**src/design/owtr_pkg.sv**
```systemverilog
package owtr_pkg;

  localparam int CFG_IDX_W  = 2;
  localparam int CFG_DATA_W = 20;

  localparam logic [CFG_IDX_W-1:0] CFG_RESET_LOW     = 2'd0;
  localparam logic [CFG_IDX_W-1:0] CFG_PRESENCE_WAIT = 2'd1;
  localparam logic [CFG_IDX_W-1:0] CFG_RECOVERY      = 2'd2;
  localparam logic [CFG_IDX_W-1:0] CFG_CONV_WAIT     = 2'd3;

  localparam logic CMD_TICK = 1'b0;
  localparam logic CMD_READ = 1'b1;

  localparam logic [2:0] ST_IDLE  = 3'd0;
  localparam logic [2:0] ST_BUSY  = 3'd1;
  localparam logic [2:0] ST_CONV  = 3'd2;
  localparam logic [2:0] ST_WAIT  = 3'd3;
  localparam logic [2:0] ST_NODEV = 3'd4;
  localparam logic [2:0] ST_READY = 3'd5;

  typedef struct packed {
    logic               drive_low;
    logic [2:0]         status;
    logic signed [15:0] temp_word;
    logic               device_present;
  } res_t;

endpackage

```
**src/design/owtr_core.sv**
```systemverilog
module owtr_core (
  input  logic                             clk,
  input  logic                             rst_n,
  input  logic                             cfg_we,
  input  logic [owtr_pkg::CFG_IDX_W-1:0]   cfg_idx,
  input  logic [owtr_pkg::CFG_DATA_W-1:0]  cfg_data,
  input  logic                             step_v,
  input  logic                             step_cmd,
  input  logic                             step_lvl,
  output owtr_pkg::res_t                   res
);
  import owtr_pkg::*;

  localparam logic [3:0] PH_IDLE      = 4'd0;
  localparam logic [3:0] PH_RST_LOW   = 4'd1;
  localparam logic [3:0] PH_RST_WAIT  = 4'd2;
  localparam logic [3:0] PH_RST_RECOV = 4'd3;
  localparam logic [3:0] PH_WR_LOW    = 4'd4;
  localparam logic [3:0] PH_WR_HIGH   = 4'd5;
  localparam logic [3:0] PH_RD_LOW    = 4'd6;
  localparam logic [3:0] PH_RD_WAIT   = 4'd7;
  localparam logic [3:0] PH_RD_REST   = 4'd8;

  localparam logic [7:0]  OP_SKIP_ROM = 8'hCC;
  localparam logic [7:0]  OP_CONVERT  = 8'h44;
  localparam logic [7:0]  OP_READ_PAD = 8'hBE;
  localparam logic [9:0]  T_WR1_LOW   = 10'd10;
  localparam logic [9:0]  T_WR0_LOW   = 10'd60;
  localparam logic [9:0]  T_WR1_HIGH  = 10'd50;
  localparam logic [9:0]  T_WR0_HIGH  = 10'd10;
  localparam logic [9:0]  T_RD_LOW    = 10'd2;
  localparam logic [9:0]  T_RD_SAMPLE = 10'd12;
  localparam logic [9:0]  T_RD_REST   = 10'd45;
  localparam logic [19:0] WAIT_MAX    = 20'hFFFFF;

  logic [9:0]  reset_low_r;
  logic [7:0]  presence_wait_r;
  logic [7:0]  recovery_r;
  logic [19:0] conv_wait_r;

  logic [3:0]  phase_r, phase_nxt;
  logic [9:0]  timer_r, timer_nxt;
  logic [4:0]  bit_count_r, bit_count_nxt;
  logic [7:0]  cmd_shift_r, cmd_shift_nxt;
  logic [15:0] read_shift_r, read_shift_nxt;
  logic        presence_r, presence_nxt;
  logic        pending_r, pending_nxt;
  logic [19:0] wait_r, wait_nxt;
  logic [15:0] last_raw_r, last_raw_nxt;
  logic        present_r, present_nxt;
  logic        job_read_r, job_read_nxt;

  always_ff @(posedge clk) begin
    if (!rst_n) begin
      reset_low_r     <= 10'd480;
      presence_wait_r <= 8'd60;
      recovery_r      <= 8'd100;
      conv_wait_r     <= 20'd750000;
    end else if (cfg_we) begin
      unique case (cfg_idx)
        CFG_RESET_LOW:     reset_low_r     <= cfg_data[9:0];
        CFG_PRESENCE_WAIT: presence_wait_r <= cfg_data[7:0];
        CFG_RECOVERY:      recovery_r      <= cfg_data[7:0];
        CFG_CONV_WAIT:     conv_wait_r     <= cfg_data;
        default: ;
      endcase
    end
  end

  always_comb begin
    logic [4:0] bc_inc;
    logic [7:0] cs_w;
    logic       after_rec;
    bc_inc         = bit_count_r + 5'd1;
    cs_w           = {1'b0, cmd_shift_r[7:1]};
    after_rec      = 1'b0;
    phase_nxt      = phase_r;
    timer_nxt      = timer_r;
    bit_count_nxt  = bit_count_r;
    cmd_shift_nxt  = cmd_shift_r;
    read_shift_nxt = read_shift_r;
    presence_nxt   = presence_r;
    pending_nxt    = pending_r;
    wait_nxt       = wait_r;
    last_raw_nxt   = last_raw_r;
    present_nxt    = present_r;
    job_read_nxt   = job_read_r;
    res.status     = ST_IDLE;

    if (step_v) begin
      if (step_cmd == CMD_READ) begin
        if (phase_r != PH_IDLE) begin
          res.status = ST_BUSY;
        end else if (!pending_r) begin
          job_read_nxt = 1'b0;
          phase_nxt    = PH_RST_LOW;
          timer_nxt    = reset_low_r;
          res.status   = ST_BUSY;
        end else if (wait_r < conv_wait_r) begin
          res.status = ST_WAIT;
        end else begin
          job_read_nxt = 1'b1;
          phase_nxt    = PH_RST_LOW;
          timer_nxt    = reset_low_r;
          res.status   = ST_BUSY;
        end
      end else begin
        if (pending_r && wait_r != WAIT_MAX) wait_nxt = wait_r + 20'd1;
        if (phase_r == PH_IDLE) begin
          res.status = ST_IDLE;
        end else if (timer_r > 10'd1) begin
          timer_nxt  = timer_r - 10'd1;
          res.status = ST_BUSY;
        end else begin
          res.status = ST_BUSY;
          unique case (phase_r)
            PH_RST_LOW: begin
              phase_nxt = PH_RST_WAIT;
              timer_nxt = {2'b00, presence_wait_r};
            end
            PH_RST_WAIT: begin
              presence_nxt = step_lvl;
              present_nxt  = ~step_lvl;
              if (recovery_r == 8'd0) begin
                after_rec = 1'b1;
              end else begin
                phase_nxt = PH_RST_RECOV;
                timer_nxt = {2'b00, recovery_r};
              end
            end
            PH_RST_RECOV: after_rec = 1'b1;
            PH_WR_LOW: begin
              phase_nxt = PH_WR_HIGH;
              timer_nxt = cmd_shift_r[0] ? T_WR1_HIGH : T_WR0_HIGH;
            end
            PH_WR_HIGH: begin
              if (bc_inc == 5'd8) cs_w = job_read_r ? OP_READ_PAD : OP_CONVERT;
              cmd_shift_nxt = cs_w;
              bit_count_nxt = bc_inc;
              if (bc_inc >= 5'd16) begin
                if (!job_read_r) begin
                  pending_nxt = 1'b1;
                  wait_nxt    = 20'd0;
                  phase_nxt   = PH_IDLE;
                  timer_nxt   = 10'd0;
                  res.status  = ST_CONV;
                end else begin
                  bit_count_nxt  = 5'd0;
                  read_shift_nxt = 16'd0;
                  phase_nxt      = PH_RD_LOW;
                  timer_nxt      = T_RD_LOW;
                end
              end else begin
                phase_nxt = PH_WR_LOW;
                timer_nxt = cs_w[0] ? T_WR1_LOW : T_WR0_LOW;
              end
            end
            PH_RD_LOW: begin
              phase_nxt = PH_RD_WAIT;
              timer_nxt = T_RD_SAMPLE;
            end
            PH_RD_WAIT: begin
              read_shift_nxt = read_shift_r | ({15'd0, step_lvl} << bit_count_r[3:0]);
              phase_nxt      = PH_RD_REST;
              timer_nxt      = T_RD_REST;
            end
            PH_RD_REST: begin
              bit_count_nxt = bc_inc;
              if (bc_inc >= 5'd16) begin
                last_raw_nxt = read_shift_r;
                pending_nxt  = 1'b0;
                wait_nxt     = 20'd0;
                phase_nxt    = PH_IDLE;
                timer_nxt    = 10'd0;
                res.status   = ST_READY;
              end else begin
                phase_nxt = PH_RD_LOW;
                timer_nxt = T_RD_LOW;
              end
            end
            default: begin
              phase_nxt  = PH_IDLE;
              timer_nxt  = 10'd0;
              res.status = ST_IDLE;
            end
          endcase
          // presence line high means nobody answered
          if (after_rec) begin
            if (presence_nxt) begin
              phase_nxt  = PH_IDLE;
              timer_nxt  = 10'd0;
              res.status = ST_NODEV;
            end else begin
              cmd_shift_nxt = OP_SKIP_ROM;
              bit_count_nxt = 5'd0;
              phase_nxt     = PH_WR_LOW;
              timer_nxt     = OP_SKIP_ROM[0] ? T_WR1_LOW : T_WR0_LOW;
            end
          end
        end
      end
    end

    res.drive_low      = (phase_nxt == PH_RST_LOW) || (phase_nxt == PH_WR_LOW) ||
                         (phase_nxt == PH_RD_LOW);
    res.temp_word      = last_raw_nxt;
    res.device_present = present_nxt;
  end

  always_ff @(posedge clk) begin
    if (!rst_n) begin
      phase_r      <= PH_IDLE;
      timer_r      <= 10'd0;
      bit_count_r  <= 5'd0;
      cmd_shift_r  <= 8'd0;
      read_shift_r <= 16'd0;
      presence_r   <= 1'b1;
      pending_r    <= 1'b0;
      wait_r       <= 20'd0;
      last_raw_r   <= 16'd0;
      present_r    <= 1'b0;
      job_read_r   <= 1'b0;
    end else begin
      phase_r      <= phase_nxt;
      timer_r      <= timer_nxt;
      bit_count_r  <= bit_count_nxt;
      cmd_shift_r  <= cmd_shift_nxt;
      read_shift_r <= read_shift_nxt;
      presence_r   <= presence_nxt;
      pending_r    <= pending_nxt;
      wait_r       <= wait_nxt;
      last_raw_r   <= last_raw_nxt;
      present_r    <= present_nxt;
      job_read_r   <= job_read_nxt;
    end
  end

`ifndef NO_ASSERTIONS
  a_conv_sets_pending: assert property (@(posedge clk) disable iff (!rst_n)
    step_v && res.status == ST_CONV |=> pending_r && wait_r == 20'd0)
    else $error("conversion start did not mark pending");
  a_drive_only_busy: assert property (@(posedge clk) disable iff (!rst_n)
    step_v && res.drive_low |-> res.status == ST_BUSY)
    else $error("line driven low outside a busy beat");
  a_ready_clears: assert property (@(posedge clk) disable iff (!rst_n)
    step_v && res.status == ST_READY |=> !pending_r && wait_r == 20'd0 &&
    phase_r == PH_IDLE)
    else $error("read completion left stale state");
  a_idle_no_drive: assert property (@(posedge clk) disable iff (!rst_n)
    phase_r == PH_IDLE && !step_v |=> phase_r == PH_IDLE)
    else $error("sequencer left idle without a beat");
`endif

endmodule

```
**src/design/owtr_out_buf.sv**
```systemverilog
module owtr_out_buf (
  input  logic           clk,
  input  logic           rst_n,
  input  logic           push,
  input  owtr_pkg::res_t push_data,
  output logic           can_push,
  output logic           out_valid,
  input  logic           out_stall,
  output owtr_pkg::res_t out_data
);
  import owtr_pkg::*;

  logic [1:0] count_r;
  res_t       head_r;
  res_t       tail_r;
  logic       pop;

  assign out_valid = (count_r != 2'd0);
  assign pop       = out_valid && !out_stall;
  assign can_push  = (count_r != 2'd2) || pop;
  assign out_data  = head_r;

  always_ff @(posedge clk) begin
    if (!rst_n) begin
      count_r <= 2'd0;
    end else begin
      case (count_r)
        2'd0: if (push) count_r <= 2'd1;
        2'd1: begin
          if (push && !pop) count_r <= 2'd2;
          else if (!push && pop) count_r <= 2'd0;
        end
        default: if (pop && !push) count_r <= 2'd1;
      endcase
    end
  end

  // head always holds the oldest beat; tail only when two are waiting
  always_ff @(posedge clk) begin
    case (count_r)
      2'd0: if (push) head_r <= push_data;
      2'd1: begin
        if (push && pop) head_r <= push_data;
        else if (push) tail_r <= push_data;
      end
      default: begin
        if (pop) begin
          head_r <= tail_r;
          if (push) tail_r <= push_data;
        end
      end
    endcase
  end

`ifndef NO_ASSERTIONS
  a_no_overflow: assert property (@(posedge clk) disable iff (!rst_n)
    push |-> can_push)
    else $error("push into a full result buffer");
  a_count_range: assert property (@(posedge clk) disable iff (!rst_n)
    count_r != 2'd3)
    else $error("result buffer count out of range");
  a_full_holds: assert property (@(posedge clk) disable iff (!rst_n)
    count_r == 2'd2 && out_stall |=> count_r == 2'd2)
    else $error("full buffer lost a beat while stalled");
`endif

endmodule

```
**src/design/onewire_temp_sensor_reader_top.sv**
```systemverilog
// Flow: an accepted beat is held in the input register, stepped through the sequencer
//   and written into the result buffer, whose head is offered on out_*.
// Throughput: one beat per cycle while the result buffer can take it; the sequencer
//   handles a beat in the cycle it is pushed, and the two-entry result buffer keeps input flowing while a result waits.
// Reset: synchronous active-low rst_n restores the register defaults, idles the
//   sequencer and empties the input register and result buffer.
module onewire_temp_sensor_reader_top (
  input  logic                             clk,
  input  logic                             rst_n,
  input  logic                             cfg_we,
  input  logic [owtr_pkg::CFG_IDX_W-1:0]   cfg_idx,
  input  logic [owtr_pkg::CFG_DATA_W-1:0]  cfg_data,
  input  logic                             in_valid,
  output logic                             in_stall,
  input  logic                             in_cmd,
  input  logic                             in_bus_level,
  output logic                             out_valid,
  input  logic                             out_stall,
  output logic                             out_drive_low,
  output logic [2:0]                       out_status,
  output logic signed [15:0]               out_temp_word,
  output logic                             out_device_present
);
  import owtr_pkg::*;

  logic in_v_r;
  logic in_cmd_r;
  logic in_lvl_r;
  logic can_push;
  logic push;
  res_t step_res;
  res_t out_res;

  assign push     = in_v_r && can_push;
  assign in_stall = in_v_r && !can_push;

  always_ff @(posedge clk) begin
    if (!rst_n) begin
      in_v_r <= 1'b0;
    end else if (in_valid && !in_stall) begin
      in_v_r <= 1'b1;
    end else if (push) begin
      in_v_r <= 1'b0;
    end
  end

  always_ff @(posedge clk) begin
    if (in_valid && !in_stall) begin
      in_cmd_r <= in_cmd;
      in_lvl_r <= in_bus_level;
    end
  end

  owtr_core u_core (
    .clk      (clk),
    .rst_n    (rst_n),
    .cfg_we   (cfg_we),
    .cfg_idx  (cfg_idx),
    .cfg_data (cfg_data),
    .step_v   (push),
    .step_cmd (in_cmd_r),
    .step_lvl (in_lvl_r),
    .res      (step_res)
  );

  owtr_out_buf u_out_buf (
    .clk       (clk),
    .rst_n     (rst_n),
    .push      (push),
    .push_data (step_res),
    .can_push  (can_push),
    .out_valid (out_valid),
    .out_stall (out_stall),
    .out_data  (out_res)
  );

  assign out_drive_low      = out_res.drive_low;
  assign out_status         = out_res.status;
  assign out_temp_word      = out_res.temp_word;
  assign out_device_present = out_res.device_present;

`ifndef NO_ASSERTIONS
  a_stall_needs_backlog: assert property (@(posedge clk) disable iff (!rst_n)
    in_stall |-> out_valid && out_stall)
    else $error("input stalled with no result backlog");
  a_held_beat_waits: assert property (@(posedge clk) disable iff (!rst_n)
    in_stall |=> in_v_r)
    else $error("held input beat dropped");
  a_status_range: assert property (@(posedge clk) disable iff (!rst_n)
    out_valid |-> out_status <= ST_READY)
    else $error("undefined status code");
`endif

endmodule

```
**config.mk**
```make
export PLATFORM = sky130hd
export DESIGN_NAME = onewire_temp_sensor_reader_top
export DESIGN_NICKNAME = d
export VERILOG_FILES = /design/src/design/owtr_pkg.sv /design/src/design/owtr_core.sv /design/src/design/owtr_out_buf.sv /design/src/design/onewire_temp_sensor_reader_top.sv
export SDC_FILE = /design/constraint.sdc
export NUM_CORES = 1
export LEC_CHECK = 0
export BUFFER_PORTS_ARGS = -buffer_cell sky130_fd_sc_hd__buf_2
export CELL_PAD_IN_SITES_DETAIL_PLACEMENT = 0
export CELL_PAD_IN_SITES_GLOBAL_PLACEMENT = 1
export CORE_ASPECT_RATIO = 0.7
export CORE_MARGIN = 1.5
export CORE_UTILIZATION = 45
export DETAILED_ROUTE_END_ITERATION = 8
export MAX_ROUTING_LAYER = met4
export PLACE_DENSITY = 0.75
export SYNTH_ARGS = -nofsm -noshare
export SYNTH_HDL_FRONTEND = slang
export SYNTH_SLANG_ARGS = --single-unit
```
**constraint.sdc**
```tcl
create_clock -name clk -period 3.95 [get_ports clk]
set_clock_uncertainty 0.05 [all_clocks]
set_input_delay 0.9875 -clock clk [delete_from_list [all_inputs] [get_ports clk]]
set_output_delay 0.9875 -clock clk [all_outputs]
set_load 0.01 [all_outputs]
```
==> run_results.csv, run 1 <==
group,metric,value,unit
die,die_y,117,microns
yosys,synth.top_cell.area_share,31.6,%
route,dr.pass1.iters,7,
setup_path,crit_slowest_cell,"or4_4",
route,viasPerCell,5.48,
placed_design,placed_area,8870,sq um
finish,fillers,1688,
die,initial_core_util,46.1,%
timing,finalSetupTns,0,ns
placed_design,dpl.hpwl,14.5,mm
timing,rsz0062_at_grt,"false",
setup_path,reg2reg_setup_slack,0.57,ns
clock_network,clock_latency,0.43,ns
global_route,grt_pass1_wl,32.9,mm
clock_network,cts_setup_buffers,0,
placed_design,place_congestion,0.890,
global_route,grt_max_degree,43,
route,vias,6494,
die,core_area,18100,sq um
clock_network,cts_tree,"built",
clock_network,clock_sinks,176,
timing,worst_pin_slew,1.18,ns
global_route,grt_pass1_vias,5982,
clock_network,cts_root_buf,"clkbuf_16",
run,max-cap-violations,0,
timing,finalCritPeriodShare,85.7,%
setup_path,setup.worst_path.start,"u_core.timer_r[2]$_SDFFE_PN0P_",
yosys,syn-cell-area,8360,sq um
clock_network,cts_htree_levels,4,
setup_path,critPathMaxStageDelay,0.57,ns
route,wl_per_cell,16.9,microns
finish,drive_gt1_share,16.9,%
die,row_count,41,
yosys,synth_seq_cells,176,
timing,period_needed,3.38,ns
die,die_x,166,microns
timing,setup_viol,0,
timing,maxSlewHeadroom,21.5,%
global_route,gr-total-overflow,0,
yosys,yosysUniqueCellTypes,70,
placed_design,portBuffers,51,
finish,nets,990,
setup_path,cp_num_buf_inv,1,
route,drt_iter0_markers,446,
yosys,synth.avg_cell_area,9.34,sq um
finish,multi_input_area,4090,sq um
setup_path,r2r-end,"u_core.wait_r[18]$_SDFFE_PN0P_",
setup_path,cp_max_fo,20,
global_route,antenna_found_initial,0,
finish,n_antenna_cell,0,
yosys,synth_edf_count,44,
timing,setup_ws,0.566,ns
finish,final_core_util,52.2,%
timing,holdWs,0.413,ns
yosys,ys_warn_count,0,
clock_network,cts_buffers,17,
setup_path,crit_arrival,3.65,ns
setup_path,crit_family,"simple AND/OR/NAND/NOR gates",
global_route,grtUsageTotal,22.3,%
setup_path,reg2regPathDepth,8,
setup_path,end_kind,"flop",
timing,timing.final.hold_violations,0,
yosys,syn_nets,948,
route,wirelength,20.0,mm
die,io_pins,52,
setup_path,crit_chain,"or4_4, or3_1, nor3_1, o21ai_1, a211oi_1, nand2b_1, buf_4, nor2_1",
clock_network,clk_path_buf_depth,2,
setup_path,rr_startpoint,"u_core.timer_r[2]$_SDFFE_PN0P_",
clock_network,clk_pin_slew,0.07,ns
setup_path,path_class,"reg -> reg",
yosys,ys_seq_area_share,47.4,%
min_path,holdPathStages,2,
yosys,ys.flop_type,"dfxtp_1",
finish,seq_area,3960,sq um
power,peakVddDrop,0.320,mV
min_path,min_to,"u_core.reset_low_r[3]$_SDFFE_PN0P_",
power,total_leakage_power,3.69,nW
setup_path,worstPathRequired,4.22,ns
power,power_density,408,nW/um^2
timing,drv_slew,0,
outcome,status,"finished clean",
clock_network,hold_buffers,0,
min_path,hold_start,"u_core.reset_low_r[3]$_SDFFE_PN0P_",
yosys,postSynthCellCount,895,
finish,stdcell_area,9460,sq um
setup_path,cp-start-kind,"flop",
yosys,synthArstFlopShare,0,%
finish,area_delta_synth_final,13.2,%
clock_network,post_cts_resize_count,0,
yosys,yosysTopAreaCell,"dfxtp_1",
placed_design,pre_cts_slack,0.438,ns
die,die_area,19400,sq um
min_path,hold_path.class,"reg -> reg",
timing,timing.fmax,296,MHz
route,ant_nets,0,
route,drt_drc_violations_left,0,
yosys,synthTopCellsByArea,"dfxtp_1 32%, edfxtp_1 16%, nand2_1 5.6%",
==> Yosys cell counts (9+ instances only) <==
library cell  instances
xor2_1                9
a21boi_0             29
clkbuf_1             39
nor2_1               77
nand2_1             124
dfxtp_1             132
o21ai_0              26
nor3_1               16
nor4_1               12
inv_1                29
xnor2_1              14
nand4_1              10
o211ai_1             16
mux2i_1              14
nor2b_1              19
ha_1                 24
nand3_1              30
and2_1               23
a21oi_1              33
edfxtp_1             44
mux2_2               36
a31oi_1              16
==> cell type report <==
cell class	instances	share of cell area, %
Sequential cell	176	41.9
Clock inverter	14	1.65
Clock buffer	18	4.64
Tap cell	236	3.12
Multi-Input combinational cell	640	43.2
Inverter	31	1.23
Timing Repair Buffer	71	4.28
==> metal layers <==
metal / wire length, microns / track usage (%)
met1: 11400 / 34.1
met2: 7500 / 29.3
met3: 1010 / 4.67
met4: 161 / 5.35
met5: 0 / -
==> kinds of logic after synthesis <==
| group | count (synthesis) | synth area share [%] |
|---|---|---|
| xor+xnor | 23 | 2.41 |
| simple gates | 360 | 21.2 |
| compound gates | 183 | 15.1 |
| fa+ha+maj | 24 | 3.59 |
| mux | 50 | 6.53 |
| flops | 176 | 47.4 |
| buf+inv | 79 | 3.76 |
==> worst max path at each step <==
stage | end | slack, ns | depth (start not counted)
after CTS | u_out_buf.out_data[4]$_DFFE_PP_ | 0.58 | 6
final | u_core.wait_r[18]$_SDFFE_PN0P_ | 0.57 | 8
after global routing | u_core.wait_r[18]$_SDFFE_PN0P_ | 0.39 | 8
after detailed placement | u_out_buf.out_data[10]$_DFFE_PP_ | 0.44 | 7
after floorplan | u_out_buf.out_data[13]$_DFFE_PP_ | 0.83 | 10
after global placement | u_out_buf.out_data[2]$_DFFE_PP_ | 0.50 | 7
==> registers in the layout, indices dropped and copies added (netlist names), 10 cells and up <==
name                 flops
u_out_buf.out_data      21
u_out_buf.tail_r        21
u_core.conv_wait_r      20
u_core.wait_r           20
u_core.last_raw_r       16
u_core.read_shift_r     16
u_core.reset_low_r      10
u_core.timer_r          10
==> placed cells by master (no fill, tap or decap), types with 16 or more instances in the layout <==
cell type    n
nand2_1    124
mux2_2      36
nand3_1     30
nor2b_1     19
nor2_1      76
buf_4       20
and2_1      23
inv_1       29
clkbuf_16   17
a21oi_1     32
a31oi_1     16
nor3_1      16
edfxtp_1    44
a21boi_0    29
o21ai_0     26
o211ai_1    16
dfxtp_1    132
buf_2       51
ha_1        24
==> stage by stage <==
step	total power, mW	instances
finish	3.86	1186
detailed placement	2.22	1154
global placement	2.22	1154
CTS	3.89	1186
floorplan	2.12	895
global route	4.01	1186
==> worst reg2reg max path, stage by stage, from the launching register on <==
cell and delay [ns]:
dfxtp_1 0.36, or4_4 0.57, or3_1 0.54, nor3_1 0.44, o21ai_1 0.35, a211oi_1 0.43, nand2b_1 0.16, buf_4 0.27
nor2_1 0.09
==> power breakdown <==
part / internal, mW / switching (mW) / total (mW)
Combinational: 0.108 / 0.171 / 0.279
Sequential: 1.88 / 0.0271 / 1.90
Clock: 0.868 / 0.808 / 1.68
Power figures use the tool's default switching activity.
==> inputs of run 2 (changes only) <==
--- a/config.mk
+++ b/config.mk
@@ -10,10 +10,10 @@
 export CELL_PAD_IN_SITES_GLOBAL_PLACEMENT = 1
 export CORE_ASPECT_RATIO = 0.7
 export CORE_MARGIN = 1.5
-export CORE_UTILIZATION = 45
+export CORE_UTILIZATION = 35
 export DETAILED_ROUTE_END_ITERATION = 8
 export MAX_ROUTING_LAYER = met4
-export PLACE_DENSITY = 0.75
+export PLACE_DENSITY = 0.61
 export SYNTH_ARGS = -nofsm -noshare
 export SYNTH_HDL_FRONTEND = slang
 export SYNTH_SLANG_ARGS = --single-unit
==> run_results.csv, run 2 (synthesis gave the netlist of run 1 again) <==
group,metric,value,unit
die,core_area,23500,sq um
timing,finalCritPeriodShare,84.8,%
clock_network,cts_root_buf,"clkbuf_16",
route,wl_per_cell,16.7,microns
timing,finalSetupTns,0,ns
setup_path,end_kind,"flop",
setup_path,cp_num_cells,6,
timing,setup_viol,0,
timing,worst_pin_slew,0.779,ns
global_route,grtUsageTotal,18.5,%
setup_path,crit_chain,"or4_4, or3_1, or3_1, nor2_4, mux2_2, mux2_2",
setup_path,worstPathRequired,4.08,ns
power,power_density,406,nW/um^2
timing,maxSlewHeadroom,48.1,%
die,initial_core_util,35.5,%
route,drt_drc_violations_left,0,
finish,final_common_cell,"dfxtp_1",
timing,drv_slew,0,
power,peakVddDrop,0.308,mV
clock_network,clk_pin_slew,0.07,ns
global_route,gr-total-overflow,0,
setup_path,cp_num_buf_inv,0,
finish,fin_cells,1273,
placed_design,dpl.hpwl,15.3,mm
die,die_y,132,microns
setup_path,reg2regPathDepth,6,
finish,final_core_util,40.8,%
finish,layout_common_cells,"132 x dfxtp_1, 124 x nand2_1, 76 x nor2_1, 51 x buf_2, 44 x edfxtp_1",
placed_design,placed_area,9010,sq um
timing,rsz0062_at_grt,"false",
die,io_pins,52,
clock_network,clk_path_buf_depth,2,
route,ant_nets,0,
clock_network,post_cts_resize_count,0,
route,drt_iter0_markers,409,
route,dr.pass1.iters,8,
finish,n_antenna_cell,0,
setup_path,crit_slowest_cell,"or4_4",
global_route,grt_pass1_vias,5954,
timing,setup_ws,0.602,ns
clock_network,cts_htree_levels,4,
setup_path,crit_arrival,3.48,ns
timing,timing.fmax,299,MHz
finish,fillers,2386,
clock_network,clock_latency,0.44,ns
route,wirelength,21.2,mm
finish,drive_gt1_share,17.3,%
setup_path,cp_max_fo,16,
die,die_area,24800,sq um
setup_path,crit_family,"simple AND/OR/NAND/NOR gates",
placed_design,dp_cells,1241,
route,vias,6389,
min_path,holdPathStages,2,
clock_network,hold_buffers,0,
timing,timing.final.hold_violations,0,
run,max-cap-violations,0,
clock_network,cts_buffers,17,
clock_network,clock_sinks,176,
clock_network,cts_setup_buffers,0,
clock_network,cts_tree,"built",
timing,holdWs,0.415,ns
route,viasPerCell,5.02,
timing,period_needed,3.35,ns
finish,stdcell_area,9600,sq um
setup_path,critPathMaxStageDelay,0.57,ns
setup_path,cp-start-kind,"flop",
placed_design,pre_cts_slack,0.463,ns
outcome,status,"finished clean",
setup_path,path_class,"reg -> reg",
global_route,grt_max_degree,38,
global_route,grt_pass1_wl,34.6,mm
min_path,hold_path.class,"reg -> reg",
power,total_leakage_power,3.71,nW
finish,area_delta_synth_final,14.9,%
power,finalPower,3.89,mW
global_route,antenna_found_initial,0,
die,die_x,188,microns
placed_design,portBuffers,51,
placed_design,place_congestion,0.793,
finish,nets,995,
die,row_count,47,
==> run 2: final cells by class <==
| cell class | count | area (sq um) | area share (%) |
|---|---|---|---|
| Clock inverter | 15 | 170 | 1.77 |
| Tap cell | 318 | 398 | 4.14 |
| Sequential cell | 176 | 3960 | 41.3 |
| Inverter | 31 | 116 | 1.21 |
| Clock buffer | 17 | 425 | 4.43 |
| Multi-Input combinational cell | 640 | 4090 | 42.5 |
| Timing Repair Buffer | 76 | 443 | 4.61 |
==> run 2: tightest hold or removal path: stages, from the launching register on <==
cell,delay (ns)
dfxtp_1,0.31
nand2_1,0.04
a21boi_0,0.06
==> run 2: layer usage <==
layer	routed length [microns]	GRT usage (%)	up-vias
li1	-	-	3304
met1	12800	30.8	2961
met2	7370	21.0	116
met3	904	3.99	8
met4	149	4.89	0
met5	0	-	-
==> run 2: final timing paths <==
kind                                                     startpoint  slack, ns                             endpoint
worst max-delay path                 u_core.timer_r[2]$_SDFFE_PN0P_       0.60     u_out_buf.out_data[13]$_DFFE_PP_
worst min-delay path            u_core.conv_wait_r[10]$_SDFFE_PN0P_       0.42  u_core.conv_wait_r[10]$_SDFFE_PN0P_
worst max register to register       u_core.timer_r[2]$_SDFFE_PN0P_       0.60     u_out_buf.out_data[13]$_DFFE_PP_
worst min register to register  u_core.conv_wait_r[10]$_SDFFE_PN0P_       0.42  u_core.conv_wait_r[10]$_SDFFE_PN0P_
==> run 2: power by group <==
| part | internal (mW) | total, mW | switching, mW |
|---|---|---|---|
| clock | 0.903 | 1.70 | 0.801 |
| combinational | 0.111 | 0.286 | 0.175 |
| sequential | 1.88 | 1.90 | 0.0267 |
==> inputs of run 3 (changes only) <==
--- a/config.mk
+++ b/config.mk
@@ -13,7 +13,7 @@
 export CORE_UTILIZATION = 35
 export DETAILED_ROUTE_END_ITERATION = 8
 export MAX_ROUTING_LAYER = met4
-export PLACE_DENSITY = 0.61
+export PLACE_DENSITY = 0.63
 export SYNTH_ARGS = -nofsm -noshare
 export SYNTH_HDL_FRONTEND = slang
 export SYNTH_SLANG_ARGS = --single-unit
==> constraint.sdc (replaced) <==
create_clock -name clk -period 2.9 [get_ports clk]
set_clock_uncertainty 0.05 [all_clocks]
set_input_delay 0.725 -clock clk [delete_from_list [all_inputs] [get_ports clk]]
set_output_delay 0.725 -clock clk [all_outputs]
set_load 0.01 [all_outputs]
==> run_results.csv, run 3 (synthesis gave the netlist of run 1 again) <==
group,metric,value,unit
outcome,status,"finished clean",
setup_path,reg2reg_setup_slack,0.06,ns
clock_network,cts_setup_buffers,0,
timing,period_needed,2.84,ns
die,initial_core_util,35.5,%
finish,drive_gt1_share,22.2,%
route,vias,6681,
global_route,grt_pass1_wl,35.1,mm
power,power_frac_clock,42.7,%
placed_design,place_congestion,0.832,
route,dr.pass1.iters,4,
setup_path,end_kind,"flop",
timing,drv_slew,0,
route,drt_drc_violations_left,0,
placed_design,pre_cts_slack,-0.0353,ns
setup_path,worstPathRequired,3.22,ns
setup_path,rr_startpoint,"u_core.timer_r[9]$_SDFFE_PN0P_",
clock_network,clk_pin_slew,0.07,ns
min_path,hold_path.class,"reg -> reg",
timing,setup_ws,0.0590,ns
finish,nets,1043,
route,ant_nets,0,
power,p_comb_share,8.4,%
global_route,gr-total-overflow,0,
clock_network,clock_latency,0.43,ns
power,peakVddDrop,0.395,mV
placed_design,dpl.hpwl,15.9,mm
min_path,min_to,"u_core.conv_wait_r[6]$_SDFFE_PN0P_",
global_route,antenna_found_initial,0,
route,wirelength,21.7,mm
route,drt_iter0_markers,451,
global_route,grtUsageTotal,18.6,%
power,intPower,3.97,mW
finish,final_common_cell,"dfxtp_1",
min_path,hold_start,"u_core.conv_wait_r[6]$_SDFFE_PN0P_",
setup_path,crit_arrival,3.16,ns
global_route,grt_pass1_vias,6225,
timing,finalCritPeriodShare,98.0,%
setup_path,cp_num_buf_inv,1,
die,die_x,188,microns
timing,timing.final.hold_violations,0,
clock_network,cts_tree,"built",
clock_network,clk_path_buf_depth,2,
power,power_density,523,nW/um^2
die,row_count,47,
clock_network,cts_htree_levels,4,
timing,timing.fmax,352,MHz
die,core_area,23500,sq um
power,switching_share,24.9,%
setup_path,crit_slowest_cell,"or4_4",
global_route,grt_max_degree,32,
setup_path,cp-start-kind,"flop",
finish,layout_common_cells,"132 x dfxtp_1, 124 x nand2_1, 77 x nor2_1, 69 x buf_4, 51 x buf_2",
clock_network,clock_sinks,176,
finish,area_delta_synth_final,20.9,%
setup_path,reg2regPathDepth,8,
placed_design,portBuffers,51,
setup_path,path_class,"reg -> reg",
timing,worst_pin_slew,0.630,ns
clock_network,cts_root_buf,"clkbuf_16",
power,total_leakage_power,3.98,nW
setup_path,cp_max_fo,13,
min_path,holdPathStages,2,
run,max-cap-violations,0,
power,switchingPower,1.32,mW
die,io_pins,52,
die,die_area,24800,sq um
finish,n_antenna_cell,0,
setup_path,crit_family,"simple AND/OR/NAND/NOR gates",
timing,rsz0062_at_grt,"true",
timing,setup_viol,0,
die,die_y,132,microns
setup_path,crit_chain,"or4_4, or3_4, or3_4, buf_12, or3_4, nor3b_4, a31oi_1, nor2_1",
setup_path,crit_top_cell,"or3_4",
power,power_frac_seq,49.0,%
timing,holdWs,0.412,ns
timing,finalSetupTns,0,ns
route,viasPerCell,5.06,
setup_path,critPathMaxStageDelay,0.53,ns
clock_network,cts_buffers,17,
finish,fillers,2359,
timing,maxSlewHeadroom,58.0,%
setup_path,r2r-end,"u_core.read_shift_r[11]$_SDFFE_PN0P_",
route,wl_per_cell,16.4,microns
==> run 3: cell count changes in the layout (fill, tap and decap cells not counted), moves of 3 or more <==
| cell | previous run | this run |
|---|---|---|
| buf_12 | 0 | 4 |
| buf_4 | 25 | 69 |
| inv_8 | 4 | 1 |
| mux2_2 | 36 | 24 |
| mux2_4 | 0 | 12 |
==> run 3: power groups by stage <==
stage | Sequential, mW | Combinational, mW | Clock (mW)
final | 2.59 | 0.443 | 2.26
after global routing | 2.59 | 0.494 | 2.41
after CTS | 2.59 | 0.433 | 2.33
after detailed placement | 2.64 | 0.431 | 0
after global placement | 2.64 | 0.433 | 0
after floorplan | 2.64 | 0.256 | 0
==> run 3: worst max path at each step <==
| stage | from | end | slack (ns) | cells past startpoint |
|---|---|---|---|---|
| detailed placement | u_core.timer_r[9]$_SDFFE_PN0P_ | u_core.wait_r[16]$_SDFFE_PN0P_ | -0.04 | 10 |
| floorplan | u_core.timer_r[4]$_SDFFE_PN0P_ | u_out_buf.out_data[13]$_DFFE_PP_ | -0.17 | 10 |
| global route | u_core.timer_r[9]$_SDFFE_PN0P_ | u_core.read_shift_r[11]$_SDFFE_PN0P_ | -0.04 | 8 |
| global placement | u_core.timer_r[9]$_SDFFE_PN0P_ | u_core.wait_r[5]$_SDFFE_PN0P_ | -0.04 | 10 |
| CTS | u_core.timer_r[9]$_SDFFE_PN0P_ | u_out_buf.out_data[18]$_DFFE_PP_ | 0.0008 | 7 |
| finish | u_core.timer_r[9]$_SDFFE_PN0P_ | u_core.read_shift_r[11]$_SDFFE_PN0P_ | 0.06 | 8 |
==> run 3: repair_timing <==
action	4_1_cts	5_1_grt
gates resized for setup	3	24
setup endpoints to repair	21	52
pin swaps	1	2
hold buffers	0	0
==> run 3: layout make-up <==
class | instances | area (sq um) | share of cell area (%)
Multi-Input combinational cell | 640 | 4190 | 41.5
Clock inverter | 10 | 92.6 | 0.917
Clock buffer | 22 | 488 | 4.83
Timing Repair Buffer | 124 | 853 | 8.45
Tap cell | 318 | 398 | 3.94
Inverter | 31 | 116 | 1.15
Sequential cell | 176 | 3960 | 39.2
==> run 3: per-stage QoR <==
step                      utilization [%]  std cells  power, mW  cell area, sq um
after global placement               40.0       1289       3.08              9410
after global routing                 42.9       1321       5.50             10100
after detailed placement             40.0       1289       3.07              9410
after CTS                            42.5       1321       5.35             10000
after floorplan                         -        895       2.90              8390
final                                42.9       1321       5.29             10100
==> run 3: layer usage <==
metal	share of wire, %	vias up	track usage [%]
met3	3.7	15	3.27
met1	60	3147	30.2
met4	0.98	0	5.20
met5	0	-	-
li1	-	3402	-
met2	36	117	22.4
==> run 3: worst reg2reg max path, stage by stage (launching register included) <==
cell and delay [ns]:
dfxtp_1 0.31, or4_4 0.53, or3_4 0.40, or3_4 0.37, buf_12 0.17, or3_4 0.41, nor3b_4 0.30, a31oi_1 0.12
nor2_1 0.10
